**src/sv/mlt_pkg.sv**
```systemverilog
// ----------------------------------------------------------------------------
// mlt_pkg
// Shared types, codes and helpers of the MAC learning table with aging.
// ----------------------------------------------------------------------------
`default_nettype none

package mlt_pkg;

    // Default sizing of the table.
    localparam int DEF_ENTRIES   = 256;
    localparam int DEF_TIME_BITS = 32;

    // Configuration port geometry: registers at 8-byte spacing, 64-bit data.
    localparam int CFG_ADDR_BITS = 5;
    localparam int CFG_DATA_BITS = 64;

    // Address constants.
    localparam logic [47:0] MAC_BROADCAST = 48'hFFFF_FFFF_FFFF;
    localparam logic [23:0] IPV4_MCAST_OUI = 24'h01_00_5E;

    localparam logic [7:0] ANNOUNCE_LIMIT_RESET = 8'hFF;
    localparam logic [8:0] REMOVED_MAX = 9'h1FF;

    typedef enum logic [2:0] {
        CMD_LEARN_REMOTE = 3'd0,
        CMD_LEARN_LOCAL  = 3'd1,
        CMD_LOOKUP       = 3'd2,
        CMD_AGE_SWEEP    = 3'd3,
        CMD_REMOVE_OWNER = 3'd4
    } t_cmd;

    typedef enum logic [2:0] {
        STS_ADDED     = 3'd0,
        STS_REFRESHED = 3'd1,
        STS_PRESENT   = 3'd2,
        STS_IGNORED   = 3'd3,
        STS_FULL      = 3'd4,
        STS_FOUND     = 3'd5,
        STS_NOT_FOUND = 3'd6,
        STS_DONE      = 3'd7
    } t_status;

    typedef enum logic [1:0] {
        REG_OWN_ADDRESS    = 2'd0,
        REG_AGE_LIMIT      = 2'd1,
        REG_ANNOUNCE_LIMIT = 2'd2
    } t_reg_index;

    typedef enum logic [2:0] {
        S_CLEAR,
        S_IDLE,
        S_SCAN,
        S_FINISH,
        S_RESP
    } t_state;

    // Table entry without its timestamp, whose width is a parameter.
    typedef struct packed {
        logic        valid;
        logic        is_local;
        logic [47:0] host;
        logic [47:0] owner;
    } t_entry_key;

    // Per-entry verdict of the compare unit.
    typedef struct packed {
        logic host_hit;
        logic free;
        logic stale_drop;
        logic keep_local;
        logic owner_drop;
    } t_eval;

    // One result beat.
    typedef struct packed {
        t_status     status;
        logic [47:0] found_owner;
        logic [7:0]  local_count;
        logic        announce_changed;
        logic [8:0]  removed_count;
    } t_result;

    // Broadcast, zero and IPv4 multicast hosts are never learned.
    function automatic logic mlt_addr_ignored(input logic [47:0] a);
        logic res;
        res = (a == MAC_BROADCAST) || (a == '0) ||
              ((a[47:24] == IPV4_MCAST_OUI) && !a[23]);
        return res;
    endfunction

endpackage

`default_nettype wire

```
**src/sv/mlt_entry_eval.sv**
```systemverilog
// ----------------------------------------------------------------------------
// mlt_entry_eval
// Shared compare unit: judges one table entry against the current command.
// ----------------------------------------------------------------------------
`default_nettype none

module mlt_entry_eval
    import mlt_pkg::*;
#(
    parameter int TIME_BITS = DEF_TIME_BITS
) (
    input  wire t_entry_key           i_entry,
    input  wire logic [TIME_BITS-1:0] i_stamp,
    input  wire logic [47:0]          i_host,
    input  wire logic [47:0]          i_owner,
    input  wire logic [TIME_BITS-1:0] i_now,
    input  wire logic [47:0]          i_own_address,
    input  wire logic [31:0]          i_age_limit,
    output t_eval                     o_eval
);

    logic [TIME_BITS-1:0] age;
    logic                 stale;

    // Age wraps modulo the timestamp width.
    assign age   = i_now - i_stamp;
    assign stale = (32'(age) > i_age_limit) && (i_entry.host != i_own_address);

    always_comb begin
        o_eval.host_hit   = i_entry.valid && (i_entry.host == i_host);
        o_eval.free       = !i_entry.valid;
        o_eval.stale_drop = i_entry.valid && i_entry.is_local && stale;
        o_eval.keep_local = i_entry.valid && i_entry.is_local && !stale;
        o_eval.owner_drop = i_entry.valid && !i_entry.is_local &&
                            (i_entry.owner == i_owner);
    end

endmodule

`default_nettype wire

```
**config.mk**
```make
export PLATFORM = sky130hd
export DESIGN_NAME = mlt_entry_eval
export DESIGN_NICKNAME = d
export VERILOG_FILES = /design/src/sv/mlt_pkg.sv /design/src/sv/mlt_entry_eval.sv
export SDC_FILE = /design/constraint.sdc
export NUM_CORES = 1
export LEC_CHECK = 0
export BUFFER_PORTS_ARGS = -buffer_cell sky130_fd_sc_hd__buf_2
export CAP_MARGIN = 0
export CORE_AREA = 2 2 131 133
export DETAILED_ROUTE_END_ITERATION = 10
export DIE_AREA = 0 0 133 135
export RECOVER_POWER = 25
export SLEW_MARGIN = 0
export SYNTH_ARGS = -nofsm -noshare
export SYNTH_HDL_FRONTEND = slang
export SYNTH_SLANG_ARGS = --single-unit
```
**constraint.sdc**
```tcl
create_clock -name vclk -period 3.9
set_clock_uncertainty 0.2 [all_clocks]
set_input_delay 0.39 -clock vclk [all_inputs]
set_output_delay 0.39 -clock vclk [all_outputs]
set_load 0.05 [all_outputs]
```
# ---- Word level (Yosys, flattened, before mapping)
# Cells that the tools add are included.
dict set report classes {
  n_addsub 1
  eq_ne 3
  n_reduce_logical 10
  order_cmp 1
}
# op count
set ops {}
lappend ops {{$eq 48x48->1} 2}
lappend ops {{$ne 48x48->1} 1}
lappend ops {{$gt 32x32->1} 1}
lappend ops {{$sub 32x32->32} 1}
lappend ops {{$logic_and 1x1->1} 7}
lappend ops {{$logic_not 1->1} 3}
dict set report totals {
  out_inout_bits 5
  in_bits 338
  register_bits 0
  word_cells 15
}

# ---- Logic depth before layout (Yosys ltp)
dict set report logic_depth {
  ltp_word 5
  ltp_mapped 17
  mapped_depth_nobuf 17
}

# ---- Worst setup path before layout
# No wires, ideal clock.
dict set report synth_path {
  path_kind {in2out}
  start {in i_stamp[15]}
  end {out o_eval[1] in the netlist's numbering}
  required_ns 3.310
  path_slack_ns -0.768
  arrival_time_ns 4.078
  stages 16
  cell_sequence {inv_1 ha_1 buf_2 nand4_1 or2_2 nand2b_1 a211o_1 a2111oi_2 a211oi_1 ha_1 nand3_1 nor3_1 nand3_1 o31ai_1 a31oi_1 nor3_1}
}
# item line_no
set synth_rtl {}
lappend synth_rtl {{start, declared} mlt_entry_eval.sv:13} ;# input wire logic [TIME_BITS-1:0] i_stamp,
lappend synth_rtl {{end, declared} mlt_entry_eval.sv:19} ;# output t_eval o_eval

==> impl_metrics.csv <==
group,metric,value,unit
setup_path,critical_path_peak_fanout,3,
routing,drc_errors,0,
pwr,sw_frac_of_total,49.00,%
setup_path,cell_at_the_slowest_stage_of_the_critical_path,"a211o_4",
synthesis,synth_top_area_share,17.51,%
routing,drt-pass1-iter-count,5,
layout,flow.area_growth_from_synthesis,71.11,%
sta,post-route-period-util,118.6,%
placement,globalplace.congestion,0.8704,
placement,place_area,0.007617,mm²
sta,worst_pin_slew,599.8,ps
sta,final_critical_path_setup_slack,-723.9,ps
setup_path,worstSetupPathType,"input pin to output pin",
setup_path,crit_path_frequent_cell,"buf_8",
pwr,cellLeakagePower,0.004143,µW
synthesis,yosys_warnings,0,
routing,top_layer,"met4",
global_routing,grt_util_all_layers,22.68,%
routing,route.met2.wl,10390,µm
sta,grt_setup_unrepaired,"true",
floorplanning,fp-row-count,47,
synthesis,yosys.area.top_type,"xor2_1",
routing,antenna_left,0,
run_status,violations,"setup timing",
setup_path,arrival,4030,ps
sta,hold_ws,976.1,ps
synthesis,synth.top_cells.by_area,"xor2_1 (18%), ha_1 (17%), xnor2_1 (9.8%)",
pwr,power.internal,610.2,µW
routing,wirelength,21910,µm
routing,met1_length,9450,µm
setup_path,critical_path.cell_chain,"buf_8 -> inv_8 -> ha_4 -> inv_2 -> fa_2 -> a21oi_2 -> nand4b_1 -> a211o_1 -> a211o_4 -> a2111oi_4 -> a211oi_1 -> ha_1 -> nand2_2 -> or3_1 -> o311a_1 -> a31oi_4 -> and3_4 -> buf_8",
layout,stdcell_area,0.007958,mm²
placement,dpl_ws,-973.3,ps
hold_path,min-delay-path-class,"input pin to output pin",
global_routing,grt_antenna_before_repair,2,
layout,fin_util,48.50,%
routing,vias_per_cell,4.895,
pwr,pwr_density_cell,150.3,mW/mm²
sta,timing_max_transition_violations_final,0,
synthesis,postSynthNetCount,1078,
run_status,outcome,"finished, violations left",
global_routing,grt_pass1_wl,32960,µm
layout,clock_buffers,0,
pwr,seqPwrFrac,0,%
floorplanning,die_area,0.01796,mm²
routing,dr.first_iter.drc_count,330,
pwr,sum_of_internal_switching_and_leakage_power,1196,µW
pwr,combPwrFrac,100.0,%
layout,sequential_cell_area,0,µm²
placement,port-buffer-count,343,
global_routing,total_global_routing_overflow,0,
setup_path,worst_ep_required_time,3310,ps
global_routing,grt_pass1_vias,6663,
routing,route.detailed.wl_per_inst,16.15,µm
synthesis,postSynthCellCount,676,
synthesis,syn_area_per_cell,6.880,µm²
setup_path,critical_path.max_stage_delay,370,ps
pwr,max-vdd-ir-drop,73.64,µV
sta,setup_failing_eps_final,2,
placement,half_perimeter_wire_length_of_the_detailed_placement_result,20000,µm
floorplanning,chipHeight,135,µm
synthesis,synth_cell_types,65,
pwr,power.net_switching,586.2,µW
setup_path,endpoint_kind,"output pin",
layout,final_net_count,1538,
sta,maximum_clock_frequency,216.3,MHz
global_routing,grt_max_degree,9,
floorplanning,initial_standard_cell_utilization_of_the_core,28.35,%
synthesis,share_of_synthesized_area_occupied_by_flip_flops_and_latches,0,%
sta,hold_viol_final,0,
pwr,clkPwrFrac,0,%
synthesis,syn-cell-area,0.004651,mm²
layout,multiInputGateArea,0.004567,mm²
floorplanning,total_core_area,0.01641,mm²
sta,period_minus_slack,4624,ps
setup_path,critical_path.top_delay_family,"compound AO/OA/AOI/OAI gates",
floorplanning,die_w,133,µm
floorplanning,top_level_pins,343,
layout,drive_gt1_share,46.65,%
run,drv.max_cap_violation_count,0,
routing,met3_length,1740,µm
layout,nFlopsAndLatches,0,
clock_network,cts_hold_buffers,0,
routing,routed-via-count,6643,
layout,nFillCells,1665,
setup_path,critical_path_buf_inv_count,4,
sta,max-slew-margin-rel,59.65,%
setup_path,timing.critical_path.from_type,"input pin",
[through the flow]
step / std cells / TNS, ps
CTS: 1350 / -1519
finish: 1357 / -1412
detailed placement: 1349 / -1875
global placement: 1349 / -1724
global route: 1356 / -1731
floorplan: 676 / -605.4
[Yosys cell counts, drive strengths merged (5+ instances only)]
cell type  instances
xnor2             52
a21o               8
o21a               9
nor2b              5
o21ai             23
a2111oi            5
nor3              14
xor2              93
nor4              28
a21oi             48
clkbuf             9
ha                63
o22ai              7
buf                6
a31oi              7
a211oi             8
nor2              29
nand4             26
nand3             17
nand2             43
a221oi             6
o21bai             5
inv               97
[repair_timing]
action                                  CTS  global route
buffers inserted                          1             4
endpoints found under the setup margin    2             2
pin swaps                                14            20
resized for setup                        17            33
cloned                                    0             0
[cells by family after synthesis]
kind of cell | after synthesis | synth area share [%]
fa+ha+maj | 64 | 17.38
buf+inv | 112 | 9.255
compound gates | 169 | 24.94
xor+xnor | 145 | 27.31
mux | 4 | 0.9147
simple gates | 182 | 20.20
[power groups by stage]
stage	Sequential (µW)	Clock, µW	Combinational [µW]
floorplan	0	0	589
global placement	0	0	1120
detailed placement	0	0	1120
CTS	0	0	1150
global route	0	0.0000686	1320
finish	0	0.000103	1200
[cell type report]
class	instances	share of cell area (%)
multi-input combinational	564	57.39
timing repair buffer	473	34.39
inverter	97	4.670
antenna	3	0.09434
tap	220	3.459
[final timing paths]
check / cells past startpoint / to / slack [ps] / start
max: 18 / o_eval[2] / -720 / i_now[0]
min: 4 / o_eval[1] / 980 / i_entry[96]
[cells in the final DEF (no fill, tap or decap), types with 5 or more instances in the layout]
master,instances
a31oi_1,6
a21o_1,6
o21bai_1,5
buf_4,129
nand2_1,40
xor2_1,93
ha_1,57
nor2_1,27
o22ai_1,7
nand4_1,26
ha_4,6
buf_2,338
a221oi_1,5
xnor2_1,52
inv_1,94
o21ai_0,23
nand3_1,14
a21oi_1,46
a211oi_1,5
o21a_1,9
nor3_1,12
nor4_1,25
[metal layers]
metal,vias to the layer above,global-route usage (%)
met3,28,3.378
met5,-,0
met1,2950,29.89
met4,0,3.465
met2,308,39.90
li1,3357,-
(Power assumes the default switching activity.)
