--- config.mk ---
export PLATFORM = sky130hd
export DESIGN_NAME = mlt_cfg_regs
export DESIGN_NICKNAME = d
export VERILOG_FILES = /design/src/sv/mlt_pkg.sv /design/src/sv/mlt_cfg_regs.sv
export SDC_FILE = /design/constraint.sdc
export NUM_CORES = 1
export LEC_CHECK = 0
export BUFFER_PORTS_ARGS = -buffer_cell sky130_fd_sc_hd__buf_2
export CAP_MARGIN = 10
export CORE_ASPECT_RATIO = 1.2
export CORE_UTILIZATION = 41
export CTS_CLUSTER_SIZE = 40
export DETAILED_ROUTE_END_ITERATION = 8
export HOLD_SLACK_MARGIN = 0.15
export MAX_ROUTING_LAYER = met4
export PLACE_DENSITY = 0.88
export SETUP_SLACK_MARGIN = 0.15
export SLEW_MARGIN = 20
export SYNTH_ARGS = -nofsm -noshare
export SYNTH_HDL_FRONTEND = slang
export SYNTH_SLANG_ARGS = --single-unit
--- constraint.sdc ---
create_clock -name i_clk -period 1 [get_ports i_clk]
set_clock_uncertainty 0.05 [all_clocks]
set_input_delay 0 -clock i_clk [delete_from_list [all_inputs] [get_ports i_clk]]
set_output_delay 0 -clock i_clk [all_outputs]
set_load 0.02 [all_outputs]
--- src/sv/mlt_pkg.sv ---
// ----------------------------------------------------------------------------
// mlt_pkg
// Shared types, codes and helpers of the MAC learning table with aging.
// ----------------------------------------------------------------------------
`default_nettype none

package mlt_pkg;

    // Default sizing of the table.
    localparam int DEF_ENTRIES   = 256;
    localparam int DEF_TIME_BITS = 32;

    // Configuration port geometry: registers at 8-byte spacing, 64-bit data.
    localparam int CFG_ADDR_BITS = 5;
    localparam int CFG_DATA_BITS = 64;

    // Address constants.
    localparam logic [47:0] MAC_BROADCAST = 48'hFFFF_FFFF_FFFF;
    localparam logic [23:0] IPV4_MCAST_OUI = 24'h01_00_5E;

    localparam logic [7:0] ANNOUNCE_LIMIT_RESET = 8'hFF;
    localparam logic [8:0] REMOVED_MAX = 9'h1FF;

    typedef enum logic [2:0] {
        CMD_LEARN_REMOTE = 3'd0,
        CMD_LEARN_LOCAL  = 3'd1,
        CMD_LOOKUP       = 3'd2,
        CMD_AGE_SWEEP    = 3'd3,
        CMD_REMOVE_OWNER = 3'd4
    } t_cmd;

    typedef enum logic [2:0] {
        STS_ADDED     = 3'd0,
        STS_REFRESHED = 3'd1,
        STS_PRESENT   = 3'd2,
        STS_IGNORED   = 3'd3,
        STS_FULL      = 3'd4,
        STS_FOUND     = 3'd5,
        STS_NOT_FOUND = 3'd6,
        STS_DONE      = 3'd7
    } t_status;

    typedef enum logic [1:0] {
        REG_OWN_ADDRESS    = 2'd0,
        REG_AGE_LIMIT      = 2'd1,
        REG_ANNOUNCE_LIMIT = 2'd2
    } t_reg_index;

    typedef enum logic [2:0] {
        S_CLEAR,
        S_IDLE,
        S_SCAN,
        S_FINISH,
        S_RESP
    } t_state;

    // Table entry without its timestamp, whose width is a parameter.
    typedef struct packed {
        logic        valid;
        logic        is_local;
        logic [47:0] host;
        logic [47:0] owner;
    } t_entry_key;

    // Per-entry verdict of the compare unit.
    typedef struct packed {
        logic host_hit;
        logic free;
        logic stale_drop;
        logic keep_local;
        logic owner_drop;
    } t_eval;

    // One result beat.
    typedef struct packed {
        t_status     status;
        logic [47:0] found_owner;
        logic [7:0]  local_count;
        logic        announce_changed;
        logic [8:0]  removed_count;
    } t_result;

    // Broadcast, zero and IPv4 multicast hosts are never learned.
    function automatic logic mlt_addr_ignored(input logic [47:0] a);
        logic res;
        res = (a == MAC_BROADCAST) || (a == '0) ||
              ((a[47:24] == IPV4_MCAST_OUI) && !a[23]);
        return res;
    endfunction

endpackage

`default_nettype wire

--- src/sv/mlt_cfg_regs.sv ---
// ----------------------------------------------------------------------------
// mlt_cfg_regs
// APB-style register file holding own address, age limit and announce limit.
// ----------------------------------------------------------------------------
`default_nettype none

module mlt_cfg_regs
    import mlt_pkg::*;
(
    input  wire logic                     i_clk,
    input  wire logic                     i_rst_n,
    input  wire logic                     psel,
    input  wire logic                     penable,
    input  wire logic                     pwrite,
    input  wire logic [CFG_ADDR_BITS-1:0] paddr,
    input  wire logic [CFG_DATA_BITS-1:0] pwdata,
    output logic      [CFG_DATA_BITS-1:0] prdata,
    output logic                          pready,
    output logic      [47:0]              o_own_address,
    output logic      [31:0]              o_age_limit,
    output logic      [7:0]               o_announce_limit
);

    logic [47:0] r_own_address;
    logic [31:0] r_age_limit;
    logic [7:0]  r_announce_limit;
    logic [1:0]  reg_index;
    logic        wr_fire;

    assign pready    = 1'b1;
    assign reg_index = paddr[4:3];
    assign wr_fire   = psel && penable && pwrite && pready;

    // Register writes in the access phase.
    always_ff @(posedge i_clk) begin
        if (!i_rst_n) begin
            r_own_address    <= '0;
            r_age_limit      <= '0;
            r_announce_limit <= ANNOUNCE_LIMIT_RESET;
        end else if (wr_fire) begin
            case (reg_index)
                REG_OWN_ADDRESS:    r_own_address    <= pwdata[47:0];
                REG_AGE_LIMIT:      r_age_limit      <= pwdata[31:0];
                REG_ANNOUNCE_LIMIT: r_announce_limit <= pwdata[7:0];
                default: ;
            endcase
        end
    end

    // Read mux.
    always_comb begin
        case (reg_index)
            REG_OWN_ADDRESS:    prdata = CFG_DATA_BITS'(r_own_address);
            REG_AGE_LIMIT:      prdata = CFG_DATA_BITS'(r_age_limit);
            REG_ANNOUNCE_LIMIT: prdata = CFG_DATA_BITS'(r_announce_limit);
            default:            prdata = '0;
        endcase
    end

    assign o_own_address    = r_own_address;
    assign o_age_limit      = r_age_limit;
    assign o_announce_limit = r_announce_limit;

endmodule

`default_nettype wire

* Yosys cells after proc, flatten, opt, wreduce, memory -nomap -nowiden
Cells that the tools add are included.
Widths: inputs -> output; s select.
** Word-level totals
- Bits in registers :: 88
- Bits in latches :: 0
- Bits in writable memories :: 0
- Bits in read-only memories :: 0
- Output and inout port bits :: 153
- Logic and storage cells :: 12
- Memories :: 0
** Cells by class
- Add/subtract/negate cells :: 0
- Multipliers :: 0
- Divide/modulo/power cells :: 0
- Magnitude comparators :: 0
- Equality and inequality tests :: 2
- Shifts and indexed selects :: 0
- Muxes and demuxes :: 1
- Bitwise operators :: 0
- Reduce and logical (&&, ||, !) cells :: 6
** Operators with widths (number)
- $pmux 48 s3 :: 1
- $reduce_and 2->1 :: 3
- $eq 2x1->1 const B :: 1
- $eq 2x2->1 const B :: 1
- $logic_and 1x1->1 :: 2
- $logic_not 2->1 :: 1

* Logic depth before layout (Yosys ltp)
Gate-level depths: netlist (run 1).
- Depth after elaboration :: 3
- Depth in mapped cells :: 6
- Gate-level depth less buffers :: 3

* Worst setup path after synthesis (run 1)
OpenSTA, ideal clock, no wires.
- Kind :: register to output
- Start point :: register r_age_limit[0] (netlist: o_age_limit[0])
- End point :: output prdata[0]
- Arrival :: 1026 ps
- Path slack :: -76 ps
- Cell stages (with the launch flop) :: 3
- Path buffers :: 0
- Path through :: dfxtp_1 mux2i_1 o21ai_0
** On the way
- Cells in the longest elaborated chain, start to end :: 1
** RTL lines
- start, declared :: RTL line mlt_cfg_regs.sv:25 : logic [31:0] r_age_limit;
- start signal, assigned :: RTL line mlt_cfg_regs.sv:43 : REG_AGE_LIMIT: r_age_limit <= pwdata[31:0];
- $pmux 48 s3 :: RTL line mlt_cfg_regs.sv:52 : case (reg_index)
- end, declared :: RTL line mlt_cfg_regs.sv:17 : output logic [CFG_DATA_BITS-1:0] prdata,
Every way passes these cells.

* Worst setup path in the final report (run 1)
- Start point :: register r_own_address[30] (netlist: o_own_address[30])
- End point :: output prdata[30]
** On the way
- Cells in the longest elaborated chain, start to end :: 1
** RTL lines
- start, declared :: RTL line mlt_cfg_regs.sv:24 : logic [47:0] r_own_address;
- start signal, assigned :: RTL line mlt_cfg_regs.sv:42 : REG_OWN_ADDRESS: r_own_address <= pwdata[47:0];
- $pmux 48 s3 :: RTL line mlt_cfg_regs.sv:52
Every way passes these cells.

==> impl_metrics.tcl, run 1 <==
set metrics [dict create \
    status "complete, but fails checks" \
    violations "negative setup slack" \
    regToRegEndpoint "o_age_limit[23]" \
    critPathRequiredTime_ns 0.95 \
    cts_buffers 9 \
    fin_crit_ns 1.18 \
    startpoint_type "register" \
    drt_iter0_markers 197 \
    synth_edf_count 0 \
    fmax_mhz 846 \
    pwr-share-comb_pct 16.1 \
    critPathKind "reg2out" \
    ctsHtreeMaxLevel 3 \
    hold_depth 3 \
    clkSlewWorstSetupHoldPaths_ns 0.07 \
    grt-ovfl-total 0 \
    die_area_um2 10500 \
    cp_max_fo 2 \
    netlist-cell-type-count 18 \
    ant_nets 0 \
    core-area_um2 9660 \
    io_pins 227 \
    avgSynthCellArea_um2 8.82 \
    initial_utilization_pct 43.0 \
    r2r-start "o_age_limit[23]" \
    power_mw 8.59 \
    period_share_pct 118 \
    cts_hold_buf 48 \
    crit_path_end "prdata[30]" \
    drc_errors 0 \
    startpoint "o_own_address[30]" \
    hpwlAfterDp_um 8190 \
    p_per_area_nw_per_um2 991 \
    fin_area_um2 8670 \
    swShare_pct 25.5 \
    hp-class "in2reg" \
    dr.pass1.iters 4 \
    maxCapViolations 0 \
    dpl_cell_area_um2 5280 \
    drive_gt1_share_pct 63.4 \
    yosysWarningCount 0 \
    gp_congestion 0.801 \
    crit_arrival_ns 1.13 \
    ir_drop_uv 1030 \
    rsz0062_at_grt "true" \
    final_cell_count_no_fill 955 \
    syn_area_um2 4150 \
    grt_first_pass_wirelength_um 26000 \
    drv_slew 0 \
    setup_viol 57 \
    p_switching_mw 2.19 \
    synth_seq_area_share_pct 42.4 \
    synthArstFlopShare_pct 0 \
    syn_inst 471 \
    post_drt_wl_per_cell_um 20.8 \
    viasPerCell 5.27 \
    layout.nets 899 \
    r2r_cells 5 \
    cts_sinks 88 \
    p_leak_nw 3.86 \
    antenna_found_initial 1 \
    ys_ff_latch 88 \
    grt_pass1_vias 5227 \
    power.internal_mw 6.40 \
    pwr-share-clk_pct 42.1 \
    cts_root_buf "clkbuf_16" \
    rows 39 \
    die_y_um 112 \
    cts.path.max_buffers 2 \
    hold_viol_final 0 \
    p_seq_share_pct 41.8 \
    ys.flop_type "dfxtp_1" \
    wl_um 19900 \
    reg2reg_slack_ns 0 \
    cp-end-kind "primary output" \
    cts_tree "done" \
    area_delta_synth_final_pct 109 \
    num_vias 5033 \
    hold_start "i_rst_n" \
    grt_max_degree 51 \
    place_inst 762 \
    finalWorstSetupSlack_ns -0.182 \
    die_w_um 93.9 \
    track_usage_pct 33.0 \
    numPortBuffers 190 \
    fin_setup_tns_ns -4.94 \
    clock_latency_ns 0.33 \
]
[synthesized netlist by cell type (all sizes together), types with 2 or more instances]
| cell type | number | area share (%) |
|---|---|---|
| and2 | 17 | 2.6 |
| buf | 39 | 6.9 |
| clkbuf | 15 | 1.4 |
| conb | 2 | 0.18 |
| dfxtp | 88 | 42 |
| inv | 8 | 0.72 |
| mux2i | 112 | 27 |
| nand2 | 136 | 12 |
| nand3 | 9 | 1.1 |
| nor2 | 25 | 2.3 |
| o211ai | 8 | 1.4 |
| o21ai | 8 | 0.96 |
[area by class of cell]
cell class	count	area, µm²
Timing Repair Buffer	382	3900
Multi-Input combinational cell	336	2380
Sequential cell	88	1890
Fill cell	392	988
Clock buffer	11	233
Tap cell	123	154
Clock inverter	5	81.3
Inverter	8	30.0
Antenna cell	2	5.00
[power groups by stage]
stage               Sequential, mW  Clock, mW  Combinational (mW)
global placement              3.67          0               0.809
detailed placement            3.67          0               0.833
finish                        3.59       3.62                1.38
floorplan                     3.72          0               0.536
global route                  3.59       3.82                1.44
CTS                           3.60       3.57                1.16
[what timing repair did]
action | 4_1_cts | 5_1_grt
pin swaps | 4 | 17
cloned | 1 | 0
gates resized for setup | 426 | 127
setup endpoints to repair | 136 | 155
setup buffers | 64 | 62
hold endpoints to repair | 88 | 22
[state kept, by name (all words and copies together), names as in the netlist]
name              count
o_own_address        48
o_announce_limit      8
o_age_limit          32
[worst max-delay path: stages, from the launching register on]
cell and delay, ns:
dfxtp_4 0.36, mux2i_4 0.21, nor2_2 0.08, buf_6 0.14
[how the worst min path moves through the flow]
stage	slack, ns	endpoint
after CTS	0.08	o_announce_limit[3]
after global placement	0.20	o_own_address[36]
final	0.11	o_announce_limit[6]
after global routing	0.12	o_announce_limit[6]
after floorplan	0.09	o_own_address[32]
after detailed placement	0.20	o_own_address[44]
[cell usage in the layout, fill, tap and decap left out, types with 3 or more instances in the layout]
master / instances
o21ai_2: 7
conb_1: 17
buf_6: 252
dlygate4sd3_1: 48
nand2_2: 24
nand3_1: 8
mux2i_2: 10
dfxtp_4: 7
buf_2: 49
buf_4: 24
o211ai_1: 8
mux2i_1: 99
nand2_1: 111
inv_1: 8
and2_4: 17
buf_12: 6
mux2i_4: 3
dfxtp_2: 81
nor2_2: 24
clkbuf_16: 9
[per-stage QoR]
step / util, % / hold slack [ns] / setup slack, ns
CTS: 80.2 / 0.0784 / -0.105
floorplan: - / 0.0922 / 0.0590
global placement: 54.7 / 0.198 / -0.0513
finish: 89.8 / 0.110 / -0.182
detailed placement: 54.7 / 0.203 / -0.104
global route: 89.7 / 0.121 / -0.230
[logic make-up after synthesis]
kind of cell / after synthesis / share of synthesized area [%]
AOI/OAI and AO/OA: 16 / 2.41
buffers and inverters: 62 / 8.95
DFF: 88 / 42.4
muxes: 112 / 27.0
other: 2 / 0.181
and+or+nand+nor: 191 / 19.1
[per-layer routing]
metal  track usage (%)  wire length, µm
met1              32.7             6900
met2              59.1            10600
met3              5.96             1060
met4              19.9             1350
met5                 -                0
No activity file was read; power rests on OpenSTA's default activity.
==> run 2, diff against run 1 <==
Settings changed: ABC_AREA set to 1, MAX_ROUTING_LAYER met4 to unset.
==> impl_metrics.tcl, run 2 <==
set metrics [dict create \
    yosysWarningCount 0 \
    cts_hold_buf 48 \
    ys_top_cells_by_area "dfxtp_1 42%, nor2_1 16%, nand3_1 11%" \
    die_w_um 94.9 \
    area_delta_synth_final_pct 97.7 \
    avgSynthCellArea_um2 6.59 \
    p_seq_share_pct 38.0 \
    grt_first_pass_wirelength_um 28300 \
    fmax_mhz 849 \
    synth-xor-area-share_pct 0 \
    synth_edf_count 0 \
    dpl_cell_area_um2 5360 \
    grt_max_degree 47 \
    ys_ff_latch 88 \
    violations "negative setup slack" \
    status "complete, but fails checks" \
    track_usage_pct 34.2 \
    layout_commonest_cell "buf_6" \
    post-route-util_pct 83.4 \
    cts.path.max_buffers 2 \
    drc_errors 0 \
    yosys.area_share.simple_pct 39.3 \
    die_area_um2 10800 \
    critPathKind "reg2reg" \
    power.internal_mw 7.05 \
    synth_top_cell_by_area "dfxtp_1" \
    dr.pass1.iters 9 \
    drv_slew 0 \
    ctsHtreeMaxLevel 3 \
    swShare_pct 26.6 \
    hp-class "in2reg" \
    synth_seq_area_share_pct 41.5 \
    hold_ws_ns 0.0730 \
    ir_drop_uv 1010 \
    fin_area_um2 8390 \
    drt_iter0_markers 663 \
    drive_gt1_share_pct 50.9 \
    synth_compound_area_share_pct 4.95 \
    pwr-share-comb_pct 18.6 \
    synth_top_family_by_area "simple AND/OR/NAND/NOR gates" \
    netlist-cell-type-count 17 \
    post_drt_wl_per_cell_um 22.0 \
    core-area_um2 10100 \
    initial_utilization_pct 42.2 \
    syn_inst 644 \
    synthArstFlopShare_pct 0 \
    cp-end-kind "register" \
    num_vias 6188 \
    rows 40 \
    critPathRequiredTime_ns 1.16 \
    numPortBuffers 190 \
    synthAdderAreaFrac_pct 0 \
    viasPerCell 5.69 \
    p_switching_mw 2.55 \
    rsz0062_at_grt "true" \
    io_pins 227 \
    fin_crit_ns 1.18 \
    maxCapViolations 0 \
    synthMuxAreaShare_pct 0 \
    ant_nets 0 \
    layout_common_cells "205 x buf_6, 146 x nor2_1, 99 x nand2_1" \
    hpwlAfterDp_um 8220 \
    p_leak_nw 4.07 \
    cts_tree "done" \
    die_y_um 113 \
    power_mw 9.60 \
    hold_viol_final 0 \
    syn_area_um2 4240 \
    setup_viol 55 \
    cts_sinks 88 \
    yosys.area.top_type_share_pct 41.5 \
    grt-ovfl-total 0 \
    p_per_area_nw_per_um2 1140 \
    ys.flop_type "dfxtp_1" \
    antenna_found_initial 1 \
    gp_congestion 0.798 \
    yosysMostFrequentCell "nor2_1" \
    pwr-share-clk_pct 43.3 \
    cts_buffers 9 \
    layout.nets 1029 \
    clkSlewWorstSetupHoldPaths_ns 0.06 \
    period_share_pct 118 \
    cp_max_fo 3 \
    finalWorstSetupSlack_ns -0.178 \
    wl_um 23900 \
    synthTopCellsByCount "177 x nor2_1, 124 x nand2_1, 97 x nand3_1" \
    grt_pass1_vias 5651 \
    largest_register_ffs 48 \
    cts_root_buf "clkbuf_16" \
    startpoint_type "register" \
    crit_arrival_ns 1.33 \
    clock_latency_ns 0.34 \
]
==> run 2: cell count changes after synthesis, sizes merged, moves of 8 or more <==
| cell | delta |
|---|---|
| clkbuf | -11 |
| nor2 | +157 |
| inv | +59 |
| o211ai | -8 |
| a22o | +24 |
| nand2 | -11 |
| buf | +15 |
| nand3 | +88 |
| and2 | -17 |
| mux2i | -112 |
| o21ai | -8 |
==> run 2: worst max-delay path: stages, from the launching register on <==
cell and delay, ns:
dfxtp_2 0.34, buf_4 0.15, nor2_1 0.38, nor2_1 0.12
==> run 2: what timing repair did <==
action / 4_1_cts / 5_1_grt
setup buffers: 39 / 47
pin swaps: 53 / 40
hold endpoints to repair: 88 / 82
setup endpoints to repair: 136 / 160
gates resized for setup: 386 / 161
==> run 2: kinds of logic (layout without fill, tap and decap cells) <==
logic type | after synthesis | count (layout)
AOI/OAI and AO/OA | 24 | 24
and+or+nand+nor | 404 | 404
DFF | 88 | 88
buffers and inverters | 126 | 427
other | 2 | 18
==> run 2: metal layers <==
| metal | up-vias | global-route usage (%) | share of wire, % |
|---|---|---|---|
| met3 | 233 | 8.40 | 11 |
| met4 | 0 | 26.8 | 11 |
| li1 | 2570 | - | - |
| met5 | - | 0 | 0 |
| met1 | 2794 | 33.8 | 30 |
| met2 | 591 | 60.0 | 48 |
==> run 2: worst paths after layout <==
check,depth (start not counted),end,slack [ns],startpoint
min,4,o_age_limit[8],0.07,i_rst_n
min reg2reg,2,o_age_limit[8],0.46,o_age_limit[8]
max,3,o_own_address[36],-0.18,o_own_address[36]
max reg2reg,3,o_own_address[36],-0.18,o_own_address[36]
==> run 2: area by class of cell <==
class	instances	area, µm²
sequential	88	1910
clock buffer	11	233
inverter	68	258
antenna	1	2.50
tap	126	158
timing repair buffer	343	3470
multi-input combinational	445	2220
clock inverter	5	129
fill	500	1670
==> run 2: power groups by stage <==
stage | combinational (mW) | clock [mW] | sequential, mW
after floorplan | 0.632 | 0 | 3.81
after global placement | 1.05 | 0 | 3.72
after detailed placement | 1.07 | 0 | 3.72
after CTS | 1.44 | 4.13 | 3.66
after global routing | 1.89 | 4.34 | 3.65
final | 1.79 | 4.16 | 3.65
==> run 2: stage by stage <==
stage | setup TNS [ns] | setup WS (ns) | std cells
6_report | -3.62 | -0.178 | 1087
4_1_cts | -1.94 | -0.0816 | 1039
2_1_floorplan | 0 | 0.152 | 659
3_5_place_dp | -0.623 | -0.0879 | 936
5_1_grt | -5.84 | -0.215 | 1087
3_3_place_gp | -0.472 | -0.0614 | 936
